$ cat src/rtl/bankers_safety_check_macros.svh
// assertion helpers for the safety check block
`ifndef BANKERS_SAFETY_CHECK_MACROS_SVH
`define BANKERS_SAFETY_CHECK_MACROS_SVH

`ifndef SYNTHESIS
// antecedent implies consequent in the same cycle
`define BSC_ASSERT_IMP(lbl, ante, cons) \
  lbl: assert property (@(posedge clk) disable iff (!rst_n) (ante) |-> (cons)) \
    else $error("bsc assertion failed");
// antecedent implies consequent in the next cycle
`define BSC_ASSERT_NXT(lbl, ante, cons) \
  lbl: assert property (@(posedge clk) disable iff (!rst_n) (ante) |=> (cons)) \
    else $error("bsc assertion failed");
`else
`define BSC_ASSERT_IMP(lbl, ante, cons)
`define BSC_ASSERT_NXT(lbl, ante, cons)
`endif

`endif

$ cat src/rtl/bsc_pkg.sv
`timescale 1ns / 1ps
package bsc_pkg;

  localparam int MAX_PROCESSES = 32;
  localparam int COUNT_WIDTH   = 16;
  localparam int FREE_W        = 22;
  localparam int IDX_W         = $clog2(MAX_PROCESSES);
  localparam int CNT_W         = $clog2(MAX_PROCESSES + 1);
  localparam int PN_W          = 6;
  localparam int CFG_IDX_W     = 2;
  localparam int ROW_W         = 6 * COUNT_WIDTH;

  // register indexes
  localparam logic [CFG_IDX_W-1:0] REG_AVAIL_A = 2'd0;
  localparam logic [CFG_IDX_W-1:0] REG_AVAIL_B = 2'd1;
  localparam logic [CFG_IDX_W-1:0] REG_AVAIL_C = 2'd2;

  typedef struct packed {
    logic [COUNT_WIDTH-1:0] alloc_a;
    logic [COUNT_WIDTH-1:0] alloc_b;
    logic [COUNT_WIDTH-1:0] alloc_c;
    logic [COUNT_WIDTH-1:0] claim_a;
    logic [COUNT_WIDTH-1:0] claim_b;
    logic [COUNT_WIDTH-1:0] claim_c;
    logic                   last_row;
  } in_t;

  typedef struct packed {
    logic [PN_W-1:0]   process_number;
    logic [FREE_W-1:0] free_a;
    logic [FREE_W-1:0] free_b;
    logic [FREE_W-1:0] free_c;
    logic              safe;
    logic              overflow;
    logic              last;
  } out_t;

  // clamped need: claim minus allocation, zero when negative
  function automatic logic [COUNT_WIDTH-1:0] need_of(input logic [COUNT_WIDTH-1:0] claim,
                                                     input logic [COUNT_WIDTH-1:0] alloc);
    need_of = (claim > alloc) ? (claim - alloc) : '0;
  endfunction

  // saturating add of a released allocation onto a working amount
  function automatic logic [FREE_W-1:0] sat_add(input logic [FREE_W-1:0] w,
                                                input logic [COUNT_WIDTH-1:0] a);
    logic [FREE_W:0] s;
    s = {1'b0, w} + (FREE_W+1)'(a);
    sat_add = s[FREE_W] ? {FREE_W{1'b1}} : s[FREE_W-1:0];
  endfunction

endpackage

$ cat src/rtl/bankers_safety_check.sv
`timescale 1ns / 1ps
// banker's algorithm safety check, three resource types
// input channel (in_valid/in_ready/in_data): one word per process row, allocation
//   and maximum claim; the word with last_row set closes the table and starts the check
// config port (cfg_we/cfg_index/cfg_wdata): initial available amounts, written while idle
// result channel (out_valid/out_ready/out_data): one word per finished row in the
//   order found, then last set on the final word; an unsafe table ends with a
//   process_number 0 / safe 0 word, too many rows with a single overflow word
// throughput: rows that are not last are taken one per cycle, back to back
// the check visits rows one at a time through one compare/add unit and a
//   single-port row memory: each row visited takes a read state (S_RD), then a
//   compare state (S_CHK); an unsafe table adds a closing word; in_ready is low meanwhile
// results go through one output register; while the receiver stalls the scan
//   waits at the next finished row, and a new table may load while the final
//   word of the previous one is still held
// reset (synchronous, rst_n low): row count, overflow flag, working amounts and
//   available registers go to zero; the row memory is not cleared, only rows
//   loaded in the current table are ever read
`include "bankers_safety_check_macros.svh"
module bankers_safety_check (
  input  logic                              clk,
  input  logic                              rst_n,
  input  logic                              in_valid,
  output logic                              in_ready,
  input  bsc_pkg::in_t                      in_data,
  output logic                              out_valid,
  input  logic                              out_ready,
  output bsc_pkg::out_t                     out_data,
  input  logic                              cfg_we,
  input  logic [bsc_pkg::CFG_IDX_W-1:0]     cfg_index,
  input  logic [bsc_pkg::COUNT_WIDTH-1:0]   cfg_wdata
);
  import bsc_pkg::*;

  // sequencer states
  localparam logic [2:0] S_LOAD = 3'd0;  // taking rows
  localparam logic [2:0] S_RD   = 3'd1;  // memory read of current row
  localparam logic [2:0] S_CHK  = 3'd2;  // compare and release
  localparam logic [2:0] S_UNS  = 3'd3;  // closing unsafe word
  localparam logic [2:0] S_OVF  = 3'd4;  // closing overflow word

  logic [2:0]             state_r, state_nxt;
  logic [CNT_W-1:0]       row_cnt_r, row_cnt_nxt;
  logic                   row_ovf_r, row_ovf_nxt;
  logic [CNT_W-1:0]       n_r, n_nxt;
  logic [CNT_W-1:0]       completed_r, completed_nxt;
  logic [IDX_W-1:0]       idx_r, idx_nxt;
  logic                   progress_r, progress_nxt;
  logic [MAX_PROCESSES-1:0] done_r, done_nxt;
  logic [FREE_W-1:0]      work_a_r, work_a_nxt;
  logic [FREE_W-1:0]      work_b_r, work_b_nxt;
  logic [FREE_W-1:0]      work_c_r, work_c_nxt;
  logic [COUNT_WIDTH-1:0] avail_a_r, avail_b_r, avail_c_r;
  logic                   out_valid_r, out_valid_nxt;
  out_t                   out_r, out_nxt;

  // row memory: alloc a/b/c then need a/b/c
  logic [ROW_W-1:0]       row_mem [MAX_PROCESSES];
  logic [ROW_W-1:0]       rd_data_r;
  logic [ROW_W-1:0]       wr_data;
  logic                   wr_en;

  logic [COUNT_WIDTH-1:0] m_alloc_a, m_alloc_b, m_alloc_c;
  logic [COUNT_WIDTH-1:0] m_need_a, m_need_b, m_need_c;
  logic                   can_emit;
  logic                   row_fit;
  logic                   pass_end;
  logic                   in_fire;
  logic [FREE_W-1:0]      sum_a, sum_b, sum_c;
  logic [CNT_W-1:0]       completed_inc;

  assign in_ready  = (state_r == S_LOAD);
  assign in_fire   = in_valid && in_ready;
  assign out_valid = out_valid_r;
  assign out_data  = out_r;
  assign can_emit  = !out_valid_r || out_ready;

  assign {m_alloc_a, m_alloc_b, m_alloc_c, m_need_a, m_need_b, m_need_c} = rd_data_r;

  // shared compare/add unit
  assign row_fit = !done_r[idx_r] &&
                   (FREE_W'(m_need_a) <= work_a_r) &&
                   (FREE_W'(m_need_b) <= work_b_r) &&
                   (FREE_W'(m_need_c) <= work_c_r);
  assign sum_a = sat_add(work_a_r, m_alloc_a);
  assign sum_b = sat_add(work_b_r, m_alloc_b);
  assign sum_c = sat_add(work_c_r, m_alloc_c);
  assign completed_inc = completed_r + CNT_W'(1);
  assign pass_end = ({1'b0, idx_r} == (n_r - CNT_W'(1)));

  assign wr_en   = in_fire && (row_cnt_r < CNT_W'(MAX_PROCESSES));
  assign wr_data = {in_data.alloc_a, in_data.alloc_b, in_data.alloc_c,
                    need_of(in_data.claim_a, in_data.alloc_a),
                    need_of(in_data.claim_b, in_data.alloc_b),
                    need_of(in_data.claim_c, in_data.alloc_c)};

  always_ff @(posedge clk) begin
    if (wr_en) begin
      row_mem[row_cnt_r[IDX_W-1:0]] <= wr_data;
    end
    if (state_r == S_RD) begin
      rd_data_r <= row_mem[idx_r];
    end
  end

  always_comb begin
    state_nxt     = state_r;
    row_cnt_nxt   = row_cnt_r;
    row_ovf_nxt   = row_ovf_r;
    n_nxt         = n_r;
    completed_nxt = completed_r;
    idx_nxt       = idx_r;
    progress_nxt  = progress_r;
    done_nxt      = done_r;
    work_a_nxt    = work_a_r;
    work_b_nxt    = work_b_r;
    work_c_nxt    = work_c_r;
    out_valid_nxt = out_valid_r && !out_ready;
    out_nxt       = out_r;

    case (state_r)
      S_LOAD: begin
        if (in_fire) begin
          if (wr_en) begin
            row_cnt_nxt = row_cnt_r + CNT_W'(1);
          end else begin
            row_ovf_nxt = 1'b1;
          end
          if (in_data.last_row) begin
            // start of check: counts reset, work from the available registers
            n_nxt         = wr_en ? (row_cnt_r + CNT_W'(1)) : row_cnt_r;
            row_cnt_nxt   = '0;
            row_ovf_nxt   = 1'b0;
            completed_nxt = '0;
            idx_nxt       = '0;
            progress_nxt  = 1'b0;
            done_nxt      = '0;
            work_a_nxt    = FREE_W'(avail_a_r);
            work_b_nxt    = FREE_W'(avail_b_r);
            work_c_nxt    = FREE_W'(avail_c_r);
            state_nxt     = (row_ovf_r || !wr_en) ? S_OVF : S_RD;
          end
        end
      end
      S_RD: begin
        state_nxt = S_CHK;
      end
      S_CHK: begin
        if (!(row_fit && !can_emit)) begin
          if (row_fit) begin
            done_nxt[idx_r] = 1'b1;
            completed_nxt   = completed_inc;
            work_a_nxt      = sum_a;
            work_b_nxt      = sum_b;
            work_c_nxt      = sum_c;
            out_valid_nxt   = 1'b1;
            out_nxt.process_number = PN_W'(idx_r) + PN_W'(1);
            out_nxt.free_a   = sum_a;
            out_nxt.free_b   = sum_b;
            out_nxt.free_c   = sum_c;
            out_nxt.safe     = 1'b1;
            out_nxt.overflow = 1'b0;
            out_nxt.last     = (completed_inc == n_r);
          end
          if (row_fit && (completed_inc == n_r)) begin
            state_nxt = S_LOAD;
          end else if (pass_end) begin
            if (progress_r || row_fit) begin
              idx_nxt      = '0;
              progress_nxt = 1'b0;
              state_nxt    = S_RD;
            end else begin
              state_nxt = S_UNS;
            end
          end else begin
            idx_nxt      = idx_r + IDX_W'(1);
            progress_nxt = progress_r || row_fit;
            state_nxt    = S_RD;
          end
        end
      end
      S_UNS, S_OVF: begin
        if (can_emit) begin
          out_valid_nxt          = 1'b1;
          out_nxt.process_number = '0;
          out_nxt.free_a         = work_a_r;
          out_nxt.free_b         = work_b_r;
          out_nxt.free_c         = work_c_r;
          out_nxt.safe           = 1'b0;
          out_nxt.overflow       = (state_r == S_OVF);
          out_nxt.last           = 1'b1;
          state_nxt              = S_LOAD;
        end
      end
      default: begin
        state_nxt = S_LOAD;
      end
    endcase
  end

  always_ff @(posedge clk) begin
    if (!rst_n) begin
      state_r     <= S_LOAD;
      row_cnt_r   <= '0;
      row_ovf_r   <= 1'b0;
      n_r         <= '0;
      completed_r <= '0;
      idx_r       <= '0;
      progress_r  <= 1'b0;
      done_r      <= '0;
      work_a_r    <= '0;
      work_b_r    <= '0;
      work_c_r    <= '0;
      out_valid_r <= 1'b0;
    end else begin
      state_r     <= state_nxt;
      row_cnt_r   <= row_cnt_nxt;
      row_ovf_r   <= row_ovf_nxt;
      n_r         <= n_nxt;
      completed_r <= completed_nxt;
      idx_r       <= idx_nxt;
      progress_r  <= progress_nxt;
      done_r      <= done_nxt;
      work_a_r    <= work_a_nxt;
      work_b_r    <= work_b_nxt;
      work_c_r    <= work_c_nxt;
      out_valid_r <= out_valid_nxt;
    end
  end

  // result payload, no reset needed
  always_ff @(posedge clk) begin
    out_r <= out_nxt;
  end

  // available amounts
  always_ff @(posedge clk) begin
    if (!rst_n) begin
      avail_a_r <= '0;
      avail_b_r <= '0;
      avail_c_r <= '0;
    end else if (cfg_we) begin
      case (cfg_index)
        REG_AVAIL_A: avail_a_r <= cfg_wdata;
        REG_AVAIL_B: avail_b_r <= cfg_wdata;
        REG_AVAIL_C: avail_c_r <= cfg_wdata;
        default: begin
        end
      endcase
    end
  end

  // a finished-row word always names a row, a closing word never does
  `BSC_ASSERT_IMP(a_safe_has_number, out_valid_r, out_r.safe == (out_r.process_number != '0))
  // overflow word is the single closing word of its table
  `BSC_ASSERT_IMP(a_ovf_closes, out_valid_r && out_r.overflow, !out_r.safe && out_r.last)
  // the scan never counts more finished rows than the table holds
  `BSC_ASSERT_IMP(a_completed_bound, state_r == S_RD || state_r == S_CHK || state_r == S_UNS,
                  completed_r < n_r)

endmodule

$ cat config.mk
export PLATFORM = sky130hd
export DESIGN_NAME = bankers_safety_check
export DESIGN_NICKNAME = d
export VERILOG_FILES = /design/src/rtl/bsc_pkg.sv /design/src/rtl/bankers_safety_check.sv
export VERILOG_INCLUDE_DIRS = /design/src /design/src/rtl
export SDC_FILE = /design/constraint.sdc
export NUM_CORES = 2
export LEC_CHECK = 0
export BUFFER_PORTS_ARGS = -buffer_cell sky130_fd_sc_hd__buf_2
export CORE_MARGIN = 5
export CORE_UTILIZATION = 45
export CTS_CLUSTER_DIAMETER = 200
export DETAILED_ROUTE_END_ITERATION = 8
export PLACE_DENSITY = 0.72
export SLEW_MARGIN = 20
export SYNTH_ARGS = -nofsm -noshare
export SYNTH_HDL_FRONTEND = slang
export SYNTH_SLANG_ARGS = --single-unit
$ cat constraint.sdc
create_clock -name clk -period 20.8 [get_ports clk]
set_input_delay 2.08 -clock clk [delete_from_list [all_inputs] [get_ports clk]]
set_output_delay 2.08 -clock clk [all_outputs]
set_load 0.01 [all_outputs]
Word-level counts from Yosys, hierarchy flattened
Memories as Yosys holds them, arrays and structs flattened. A register that Yosys moved wholly into a read port is not among the register bits.
Cells that the tools add are included.
- $add $sub $neg: 11
- multipliers: 0
- div/mod/pow operators: 0
- magnitude comparators: 9
- equality and inequality tests: 16
- shift operators: 0
- mux-type cells: 72
- bitwise gates (word level): 1
- reductions and logical operators: 32
- operators by type and width (cell ; count):
    22-bit two-way mux ; 15
    75-bit two-way mux ; 3
    75-bit case mux with 2 select lines ; 1
    22-bit case mux with 2 select lines ; 3
    32-bit two-way mux ; 4
    22-bit by 16-bit adder with 23-bit output ; 3
    16-bit by 22-bit <= comparator with 1-bit output ; 3
    32-bit case mux with 2 select lines ; 1
    16-bit > comparator ; 3
    16-bit two-way mux ; 3
    16-bit subtractor ; 3
    6-bit two-way mux ; 6
    32-bit bitwise OR ; 1
    5-bit two-way mux ; 6
    3-bit two-way mux ; 7
    1-bit two-way mux ; 15
    6-bit by 1-bit adder with 6-bit output (second input constant) ; 2
    3-bit case mux with 4 select lines ; 1
    6-bit case mux with 2 select lines ; 1
    2-bit != test (second input constant) ; 5
    5-bit case mux with 2 select lines ; 1
    1-bit logical AND ; 9
    2-bit AND reduction ; 4
    4-bit AND reduction ; 2
    28 further kinds ; 39
- flip-flop bits (word level): 250
- bits in latches: 0
- RAM bits: 3072
- memory bits (read-only): 0
- input port bits: 120
- output and inout bits: 77
- word-level logic and storage cells: 164
- memories kept: 1
- memory list (name ; depth ; width ; read ports ; clocked after Yosys merged registers in ; write ports ; line ; source):
    row_mem ; 32 ; 96 ; 1 ; 1 ; 1 ; bankers_safety_check.sv:58 ; logic [ROW_W-1:0] row_mem [MAX_PROCESSES];

Longest topological paths before layout
- depth in word-level cells: 12
- gate-level depth with buffers: 13
- gate-level depth less buffers: 12

Least setup slack after synthesis
Ideal clock, no wire load.
- path kind: input port to flip-flop
- from: input port in_valid
- to: memory row_mem[23][0] (netlist name) (enable)
- arrival time: 9.781 ns
- required time: 20.112 ns
- path slack: 10.331 ns
- stages on the path: 5
- buffers on the path: 1
- cells stage by stage: and2_0 -> and3_1 -> clkbuf_1 -> nand2_1 -> nor3b_1
- cells in the longest elaborated chain, start to end: 4
- ends and longest elaborated chain (element ; line ; source):
    start, declared ; bankers_safety_check.sv:23 ; input logic in_valid,
    1-bit logical AND ; bankers_safety_check.sv:73 ; assign in_fire = in_valid && in_ready;
    1-bit logical AND ; bankers_safety_check.sv:91 ; assign wr_en = in_fire && (row_cnt_r < CNT_W'(MAX_PROCESSES));
    1-bit two-way mux ; bankers_safety_check.sv:98 ; if (wr_en) begin
    1-bit two-way mux (not written as such) ; bankers_safety_check.sv:99 ; row_mem[row_cnt_r[IDX_W-1:0]] <= wr_data;
    end, declared ; bankers_safety_check.sv:58 ;
No other way between the ends.

Worst setup path after layout
- from: input port in_data[67] (netlist name)
- to: memory row_mem[25][27] (netlist name) (data pin)
- cells in the longest elaborated chain, start to end: 2
- elaborated cells on any way between the ends: 3
- classes of those cells: add/sub (1); order compare (1); mux (1)
- ends and longest elaborated chain (element ; line ; source):
    start, declared ; bankers_safety_check.sv:25 ; input bsc_pkg::in_t in_data,
    16-bit subtractor / 16-bit > comparator (equally long branches) ; bsc_pkg.sv:41 ; need_of = (claim > alloc) ? (claim - alloc) : '0;
    16-bit two-way mux * ; bsc_pkg.sv:41 ;
    net wr_data[27] ; bankers_safety_check.sv:60 ; logic [ROW_W-1:0] wr_data;
The timed path passes the listed nets; every way through them passes the cells marked *.

==> impl_summary.md <==
Final layout
After the last flow step, the layout net total stands at between 7,000 and 8,000. The layout has around 23,000 filler cells. Across the whole layout, storage elements account for between 100,000 and 150,000 µm². Once layout is complete, the cells apart from fillers number between 10,000 and 15,000. Leaving out fill and tap cells, the most frequent cell in the layout is edfxtp_1. Compared with the post-synthesis result, the final layout area differs by 13.03%. The fraction of layout cells with a size suffix above 1 is a little under a quarter. The top cell types in the final layout, fill and taps aside, are 3,243 x edfxtp_1, 770 x mux4_2, 392 x a22oi_1. The area of the multi-input gates is 31,820 µm². Cells fill 51.07% of the core in the end.

Floorplan
The floorplan has 200 rows. For this configuration, the core starts out at a cell density of a little under half. The area of the placeable core is ~300,000 µm². The number of ports placed on the die boundary is a little under 200.

The die width is approximately 560 µm. The floorplan step set the die height to 556.1 µm. The area enclosed by the die boundary is between 300,000 and 400,000 µm².

Timing
The setup violation total in the final timing report is 0. The clock tree skew after final layout is approximately 0.069 ns. The worst path uses between 20% and 30% of the clock period. The worst pin sits at a relative slew slack of 22.27%. After layout, the minimum clock period comes to 5.618 ns. Across all hold checks on the routed design, the worst slack comes to 0.4560 ns. For the pin with the worst max-slew slack, the measured transition is around 1.2 ns.

The number of pins exceeding their max-slew limit in the final report is 0. Setup repair after global routing left no endpoint under its margin. The highest clock frequency the design can meet is between 150 and 200 MHz. The hold violation total from the final report is 0. The final sum of negative setup slack is 0 ns.

Global routing
met2 is the most crowded layer. For this run, global-route usage on met3 was measured as about 5.3%. For this run, global-route usage on met1 was measured as 32.76%.

For this run, the total global-route usage over all layers was measured as 24.00%. The number of antenna violations at the first check in global routing is 60. The via count of the first global-routing pass is 71,730. After global routing the overflow that remains totals 0.

The wire length of the first global-routing pass is 532,300 µm. The global-route met2 utilization is between 30% and 40%. Entering global routing, the biggest net connects 117 pins.

Worst setup path
STA classifies the critical path startpoint as a primary input. The maximum fanout encountered on the critical timing path is 33. STA classifies the critical path endpoint as a register. The setup path with the least slack is of type in -> reg. The arrival time at the worst endpoint is a little over 6 ns. The required time at the endpoint of the critical path is around 21 ns.

Synth
Of all flip-flops after synthesis, the portion carrying an async set or reset was 0%. The mean cell area of the mapped netlist is 19.66 µm². The mapped cell area is approximately 130,000 µm². The count of flip-flops with a built-in enable after synthesis is approximately 3,200. The primary flip-flop cell chosen by synthesis mapping is edfxtp_1. Synthesis handed over a netlist of 6,826 instances.

The Yosys warning count is 0. The number of flip-flops and latches in the synthesized netlist is between 3,000 and 4,000. The synthesized netlist net count is roughly 7,000. Synthesis instantiated 85 different standard cells from the library. Sequential elements use 75.17% of the synthesized area.

Pwr
The power density over the cells is roughly 100 nW/µm². The leakage power total is between 40 and 50 nW. The post-route total power is between 15 and 20 mW. IR analysis of the VDD net gives a maximum drop of ~0.12 mV.

Clocking
The H-tree was split into 5 levels. The clock reaches the later pin of the worst-skew pair after approximately 0.9 ns. Clock-pin slew was measured on the worst setup and hold paths at approximately 0.06 ns. The number of resized instances in the post-cts repair step is 0. The number of buffers on the longest clock path is 4. The total of hold buffers inserted after clock tree synthesis is 0.

The clock net sink count is roughly 3,400. After clock tree synthesis, the setup repair step added 0 buffers. The number of clock buffers added by TritonCTS is roughly 350. The library cell used as clock root buffer is clkbuf_16. TritonCTS built the clock tree.

Detailed routing
The via density per instance is 6.412. The final layout contains routed wiring with a total length of 378,400 µm. In this run, the number of DRC markers left after iteration 0 of detailed routing was about 11,000.

The DRC violation count after routing is 0. The detailed-route wire length per cell is ~33 µm. The number of optimization iterations in the first detailed-route pass is 6. Detailed routing inserted a total of 73,070 vias. In this run the remaining antenna-violating nets after routing total 0.

Status
The run finished with clean final reports.

Place
At the end of routability-driven placement, the weighted congestion stood at roughly 0.9. Detailed placement ended at an HPWL of 206,700 µm. Counting tap cells, the placed design contains a total of between 10,000 and 15,000 instances. Input and output buffers added on the ports amount to roughly 200.

Job
Across the run, the number of max-cap violations was 0.

Min path
In this run the worst hold path is classified as reg -> reg.
## flip-flops by register name (all words and copies together), names as in the netlist
signal and cells:
work_b_r 22, avail_b_r 16, row_cnt_r 6, n_r 6, avail_c_r 16, row_ovf_r 1, row_mem 3072, work_c_r 22
progress_r 1, rd_data_r 96, work_a_r 22, done_r 32, avail_a_r 16, out_data 75, idx_r 5, out_valid 1
state_r 3, completed_r 6
## worst paths after layout
kind           startpoint               to  slack (ns)  cells after the start
max           in_data[67]  row_mem[25][27]       15.18                     11
min          avail_c_r[6]     avail_c_r[6]        0.46                      2
max reg2reg      idx_r[1]    rd_data_r[22]       15.31                      7
min reg2reg  avail_c_r[6]     avail_c_r[6]        0.46                      2
## worst max-delay path, stage by stage
cell and delay [ns]:
buf_2 0.41, inv_1 0.31, ha_1 0.43, a21o_1 0.15, a21oi_1 0.11, o21ai_0 0.24, nand4_1 0.14, nand2_1 0.16
a221o_1 0.32, nand2_1 0.61, nor2_2 1.13
## per-layer routing
layer  up-vias  wire, µm  part of all wire [%]
li1      29080         -                     -
met3       898     44060                    12
met1     37900    137900                    36
met4        26     20280                   5.4
met5         -       471                  0.12
met2      5158    175700                    46
## power breakdown
group          switching [mW]  internal (mW)
Clock                    2.59           3.48
Combinational            1.13          0.548
Sequential              0.104           7.90
## synth_stat cells, types with 51 or more instances
cell	count	area share, %
edfxtp_1	3243	73
mux4_2	770	13
a22oi_1	392	2.2
nand2_1	249	0.70
clkbuf_1	238	0.67
nor2_1	235	0.66
a21oi_1	183	0.68
dfxtp_1	175	2.6
ha_1	154	1.4
inv_1	144	0.40
nand4_1	117	0.55
o21ai_0	116	0.43
buf_1	99	0.28
a31oi_1	70	0.33
nand3_1	60	0.22
xnor2_1	52	0.34
nor3_1	51	0.19
## layout make-up
cell class | instances | share of cell area [%]
multi-input combinational | 2901 | 20.98
inverter | 145 | 0.3596
clock buffer | 411 | 5.939
sequential | 3418 | 66.51
timing repair buffer | 353 | 1.624
antenna | 27 | 0.04454
clock inverter | 202 | 1.295
tap | 3939 | 3.249
## metrics by stage
| stage | worst slack (ns) | cell area (µm²) |
|---|---|---|
| 2_1_floorplan | 10.33 | 134200 |
| 3_3_place_gp | 14.46 | 140600 |
| 3_5_place_dp | 14.39 | 140600 |
| 4_1_cts | 15.28 | 151600 |
| 5_1_grt | 14.89 | 151600 |
| 6_report | 15.18 | 151700 |
## cell families after synthesis
| group | Yosys count | synth area share, % |
|---|---|---|
| AO/OA/AOI/OAI | 1008 | 5.131 |
| XOR/XNOR | 88 | 0.5743 |
| adder cells (fa/ha/maj) | 160 | 1.525 |
| buffers and inverters | 507 | 1.471 |
| flip-flops | 3418 | 75.17 |
| multiplexers | 794 | 13.11 |
| AND/OR/NAND/NOR | 851 | 3.021 |
Power figures use the tool's default switching activity.
